$ cat src/hnt_pkg.sv
// ----------------------------------------------------------------------------
// hnt_pkg
// Shared widths, constants and handshake structs of the happy number test.
// ----------------------------------------------------------------------------
package hnt_pkg;

    localparam int NUM_W   = 31;   // width of the tested number
    localparam int RADIX_W = 8;    // width of the radix register
    // A digit square sum never exceeds 4 * 254 * 254 for a 31-bit value.
    localparam int SUM_W   = 18;
    localparam int WIN_W   = 20;   // window length and step counter width
    localparam int CNT_W   = 5;    // divider bit counter
    localparam int SMALL_SHIFT = NUM_W - SUM_W;

    localparam logic [RADIX_W-1:0] RADIX_RESET = 8'd10;
    localparam logic [RADIX_W-1:0] RADIX_MIN   = 8'd2;

    localparam logic [WIN_W-1:0] FIRST_WINDOW = 20'd10;
    localparam logic [WIN_W-1:0] WINDOW_STEP  = 20'd10;

    // Configuration register indexes.
    localparam logic CFG_RADIX    = 1'b0;
    localparam logic CFG_ECSTATIC = 1'b1;

    typedef struct packed {
        logic               start;
        logic [NUM_W-1:0]   value;
        logic [RADIX_W-1:0] base;
    } dsu_req_t;

    typedef struct packed {
        logic             done;
        logic [SUM_W-1:0] sum;
    } dsu_rsp_t;

endpackage

$ cat src/hnt_digit_unit.sv
// ----------------------------------------------------------------------------
// hnt_digit_unit
// Iterative digit square sum: a restoring divider peels off one digit at a
// time, the digit is squared and added to a running sum.
// ----------------------------------------------------------------------------
module hnt_digit_unit (
    input  logic             aclk,
    input  logic             aresetn,
    input  hnt_pkg::dsu_req_t req,
    output hnt_pkg::dsu_rsp_t rsp
);

    localparam logic [1:0] U_IDLE = 2'd0;
    localparam logic [1:0] U_DIV  = 2'd1;
    localparam logic [1:0] U_SQR  = 2'd2;
    localparam logic [1:0] U_ACC  = 2'd3;

    logic [1:0]                   state_reg, state_next;
    logic                         done_reg, done_next;
    logic [hnt_pkg::NUM_W-1:0]    quo_reg, quo_next;
    logic [hnt_pkg::RADIX_W-1:0]  rem_reg, rem_next;
    logic [hnt_pkg::RADIX_W-1:0]  base_reg, base_next;
    logic [hnt_pkg::CNT_W-1:0]    cnt_reg, cnt_next;
    logic [2*hnt_pkg::RADIX_W-1:0] sq_reg, sq_next;
    logic [hnt_pkg::SUM_W-1:0]    acc_reg, acc_next;

    logic [hnt_pkg::NUM_W-1:0]    load_src;
    logic                         load_small;
    logic [hnt_pkg::NUM_W-1:0]    load_quo;
    logic [hnt_pkg::CNT_W-1:0]    load_cnt;
    logic [hnt_pkg::RADIX_W:0]    partial;
    logic [hnt_pkg::RADIX_W:0]    diff;
    logic                         ge;

    // A value that fits the sum width is pre-shifted so that the divider
    // skips its known zero upper bits.
    assign load_src   = (state_reg == U_IDLE) ? req.value : quo_reg;
    assign load_small = (load_src[hnt_pkg::NUM_W-1:hnt_pkg::SUM_W] == '0);
    assign load_quo   = load_small
                      ? {load_src[hnt_pkg::SUM_W-1:0], {hnt_pkg::SMALL_SHIFT{1'b0}}}
                      : load_src;
    assign load_cnt   = load_small ? hnt_pkg::CNT_W'(hnt_pkg::SUM_W - 1)
                                   : hnt_pkg::CNT_W'(hnt_pkg::NUM_W - 1);

    assign partial = {rem_reg, quo_reg[hnt_pkg::NUM_W-1]};
    assign ge      = (partial >= {1'b0, base_reg});
    assign diff    = partial - {1'b0, base_reg};

    always_comb begin
        state_next = state_reg;
        done_next  = 1'b0;
        quo_next   = quo_reg;
        rem_next   = rem_reg;
        base_next  = base_reg;
        cnt_next   = cnt_reg;
        sq_next    = sq_reg;
        acc_next   = acc_reg;
        unique case (state_reg)
            U_IDLE: begin
                if (req.start) begin
                    base_next = req.base;
                    acc_next  = '0;
                    if (req.value == '0) begin
                        done_next = 1'b1;
                    end else begin
                        quo_next   = load_quo;
                        rem_next   = '0;
                        cnt_next   = load_cnt;
                        state_next = U_DIV;
                    end
                end
            end
            U_DIV: begin
                quo_next = {quo_reg[hnt_pkg::NUM_W-2:0], ge};
                rem_next = ge ? diff[hnt_pkg::RADIX_W-1:0]
                              : partial[hnt_pkg::RADIX_W-1:0];
                if (cnt_reg == '0) begin
                    state_next = U_SQR;
                end else begin
                    cnt_next = cnt_reg - 1'b1;
                end
            end
            U_SQR: begin
                sq_next    = rem_reg * rem_reg;
                state_next = U_ACC;
            end
            U_ACC: begin
                acc_next = acc_reg + hnt_pkg::SUM_W'(sq_reg);
                if (quo_reg == '0) begin
                    done_next  = 1'b1;
                    state_next = U_IDLE;
                end else begin
                    quo_next   = load_quo;
                    rem_next   = '0;
                    cnt_next   = load_cnt;
                    state_next = U_DIV;
                end
            end
            default: state_next = U_IDLE;
        endcase
    end

    always_ff @(posedge aclk) begin
        if (!aresetn) begin
            state_reg <= U_IDLE;
            done_reg  <= 1'b0;
        end else begin
            state_reg <= state_next;
            done_reg  <= done_next;
        end
        quo_reg  <= quo_next;
        rem_reg  <= rem_next;
        base_reg <= base_next;
        cnt_reg  <= cnt_next;
        sq_reg   <= sq_next;
        acc_reg  <= acc_next;
    end

    assign rsp.done = done_reg;
    assign rsp.sum  = acc_reg;

endmodule

$ cat config.mk
export PLATFORM = sky130hd
export DESIGN_NAME = hnt_digit_unit
export DESIGN_NICKNAME = d
export VERILOG_FILES = /design/src/hnt_pkg.sv /design/src/hnt_digit_unit.sv
export SDC_FILE = /design/constraint.sdc
export NUM_CORES = 1
export LEC_CHECK = 0
export ABC_AREA = 1
export BUFFER_PORTS_ARGS = -buffer_cell sky130_fd_sc_hd__buf_2
export CORE_ASPECT_RATIO = 2
export CORE_UTILIZATION = 40
export CTS_CLUSTER_SIZE = 28
export DETAILED_ROUTE_END_ITERATION = 7
export MAX_ROUTING_LAYER = met4
export SLEW_MARGIN = 20
export SYNTH_ARGS = -nofsm -noshare
export SYNTH_HDL_FRONTEND = slang
export SYNTH_SLANG_ARGS = --single-unit
$ cat constraint.sdc
create_clock -name aclk -period 9.4 [get_ports aclk]
set_clock_uncertainty 0.05 [all_clocks]
set_input_delay 1.41 -clock aclk [delete_from_list [all_inputs] [get_ports aclk]]
set_output_delay 1.41 -clock aclk [all_outputs]
set_load 0.005 [all_outputs]
==> flow_metrics.tcl <==
set metrics [dict create \
    status "finished clean" \
    leakage_nw 3.98 \
    slew_viol_final 0 \
    multi_input_area_mm2 0.00387 \
    place_congestion 0.885 \
    min-delay-start "state_reg[1]" \
    cts_buffers 9 \
    cp_max_fo 12 \
    root_buffer "clkbuf_16" \
    cts_tree "built" \
    grt_start_max_net_pins 50 \
    core_area_mm2 0.0174 \
    timing.hold.ws_ps 474 \
    slew_headroom_pct 48.7 \
    wirelength_mm 17.5 \
    syn_inst 921 \
    drive_gt1_share_pct 9.65 \
    required_ps 9450 \
    clock.fmax_ghz 0.225 \
    swShare_pct 48.6 \
    pwr_density_cell_mw_per_mm2 408 \
    nFillCells 1839 \
    grt_pass1_vias 6129 \
    fp.dieH_um 191 \
    synth_ff_type "edfxtp_1" \
    cts.reportedPaths.clkPinSlew_ps 70 \
    clock_latency_ps 360 \
    post-route-period-util_pct 47.3 \
    peakVddDrop_v 0.000181 \
    worstMarginPinSlew_ps 769 \
    utilization_pct 45.6 \
    layout_commonest_cell "nand2_1" \
    power_switching_w 0.00157 \
    grt_remaining_overflow 0 \
    pin_count 61 \
    first_pass_iters 4 \
    synth-edff-count 85 \
    hp-class "register to register" \
    setup_tns_ps 0 \
    fp-row-count 68 \
    seq_area_mm2 0.00261 \
    finalHoldViolCount 0 \
    p_seq_share_pct 26.9 \
    yosysSeqAreaShare_pct 36.6 \
    areaGrowthSynthToFinish_pct 11.0 \
    startpoint "rem_reg[0]" \
    antenna_found_initial 0 \
    fin_crit_ps 4440 \
    internal_power_w 0.00166 \
    synth_cell_types 36 \
    synth_area_mm2 0.00713 \
    cp.arrival_ps 4490 \
    routedWlPerCell_um 14.8 \
    die_area_mm2 0.0184 \
    final_cell_mix "nand2_1, inv_1, nor2_1" \
    dp_hpwl_mm 13.9 \
    synth_area_per_cell_um2 7.75 \
    post-cts-setup-buffers 0 \
    die_w_um 96.4 \
    cts_buffer_depth 2 \
    antenna_cells 0 \
    criticalPathCategory "register to register" \
    initial_utilization_pct 41.1 \
    p_clk_share_pct 12.0 \
    critPathLaunchType "register" \
    async_flop_share_pct 0 \
    track_usage_pct 21.4 \
    holdBufCountCts 0 \
    cts_resized 0 \
    ant_nets 0 \
    vias 5954 \
    grt_pass1_wl_mm 28.5 \
    p_total_w 0.00323 \
    dr.first_iter.drc_count 198 \
    htreeDepth 3 \
    vias_per_cell 5.03 \
    p_comb_share_pct 61.1 \
    yosysWarnings 0 \
    rsz0062_at_grt "false" \
    r2r_start "rem_reg[0]" \
    cts.sinks 88 \
    largest_reg_flops 31 \
    fin_nets 1094 \
    ys_ff_latch 88 \
    port_buffers 60 \
    drc 0 \
    max-cap-violations 0 \
    setup_violations 0 \
    end_kind "register" \
]
==> synth_stat cells, types with 2 or more instances <==
cell type	number	area share, %
nand3b_1	3	0.32
edfxtp_1	85	36
nor3_1	3	0.21
xnor2_1	10	1.2
nand2_1	265	14
a31oi_1	3	0.26
dfxtp_1	3	0.84
buf_4	2	0.21
o21ai_0	41	2.9
inv_1	134	7.1
o21a_1	2	0.21
buf_2	5	0.35
nand3_1	60	4.2
buf_6	2	0.32
a21oi_1	43	3.0
or2_2	3	0.26
o21bai_1	2	0.21
inv_2	3	0.16
nor2_1	103	5.4
clkbuf_1	18	0.95
buf_1	2	0.11
a211oi_1	2	0.21
xor2_1	14	1.7
ha_1	57	10
nor2_4	3	0.47
o21ai_1	13	0.91
fa_1	26	7.3
nand4_1	2	0.18
a21o_1	5	0.53
==> cells by family after synthesis <==
family	share of synthesized area, %
buf+inv	9.14
simple gates	25.3
mux	0.140
flops	36.6
xor+xnor	2.95
other cells	0.0526
compound gates	8.47
fa+ha+maj	17.3
==> layer usage <==
layer  track usage, %  share of wire [%]  up-vias
met4             11.7                4.7        0
met3             2.31                2.3       46
met2             41.7                 58      130
li1                 -                  -     3050
met1             18.9                 35     2728
met5                -                  0        -
==> cell type report <==
| cell class | instances | share of cell area (%) |
|---|---|---|
| multi-input combinational | 668 | 48.9 |
| sequential | 88 | 33.0 |
| inverter | 137 | 6.49 |
| timing repair buffer | 65 | 4.27 |
| tap | 210 | 3.32 |
| clock buffer | 10 | 3.02 |
| clock inverter | 6 | 0.980 |
==> worst max-delay path, cell delays in order, from the launching register on <==
cell and delay, ps:
edfxtp_1 550, nand2_1 190, inv_1 90, fa_1 450, fa_1 510, inv_1 50
fa_1 500, fa_1 540, inv_1 40, ha_1 350, a21oi_1 210, o21ai_0 100
a21oi_1 250, o21ai_0 140, xor2_1 150
==> final timing paths <==
| check | to | slack, ps | cells after the start |
|---|---|---|---|
| worst max-delay path | sq_reg[13] | 4960 | 14 |
| worst min-delay path | state_reg[1] | 470 | 2 |
| worst max register to register | sq_reg[13] | 4960 | 14 |
| worst min register to register | state_reg[1] | 470 | 2 |
==> power by group through the flow <==
| stage | Combinational (W) | Clock [W] | Sequential, W |
|---|---|---|---|
| 2_1_floorplan | 0.00157 | 0 | 0.000805 |
| 3_3_place_gp | 0.00197 | 0 | 0.000874 |
| 3_5_place_dp | 0.00199 | 0 | 0.000877 |
| 4_1_cts | 0.00200 | 0.000394 | 0.000871 |
| 5_1_grt | 0.00228 | 0.000408 | 0.000893 |
| 6_report | 0.00198 | 0.000387 | 0.000870 |
==> per-stage QoR <==
step	setup slack [ps]	std cells	instance area [µm²]
after CTS	4940	1184	7920
after global placement	5030	1168	7600
after floorplan	5160	922	7140
after detailed placement	4950	1168	7600
after global routing	4670	1184	7920
final	4960	1184	7920
No activity file was read; power rests on OpenSTA's default activity.
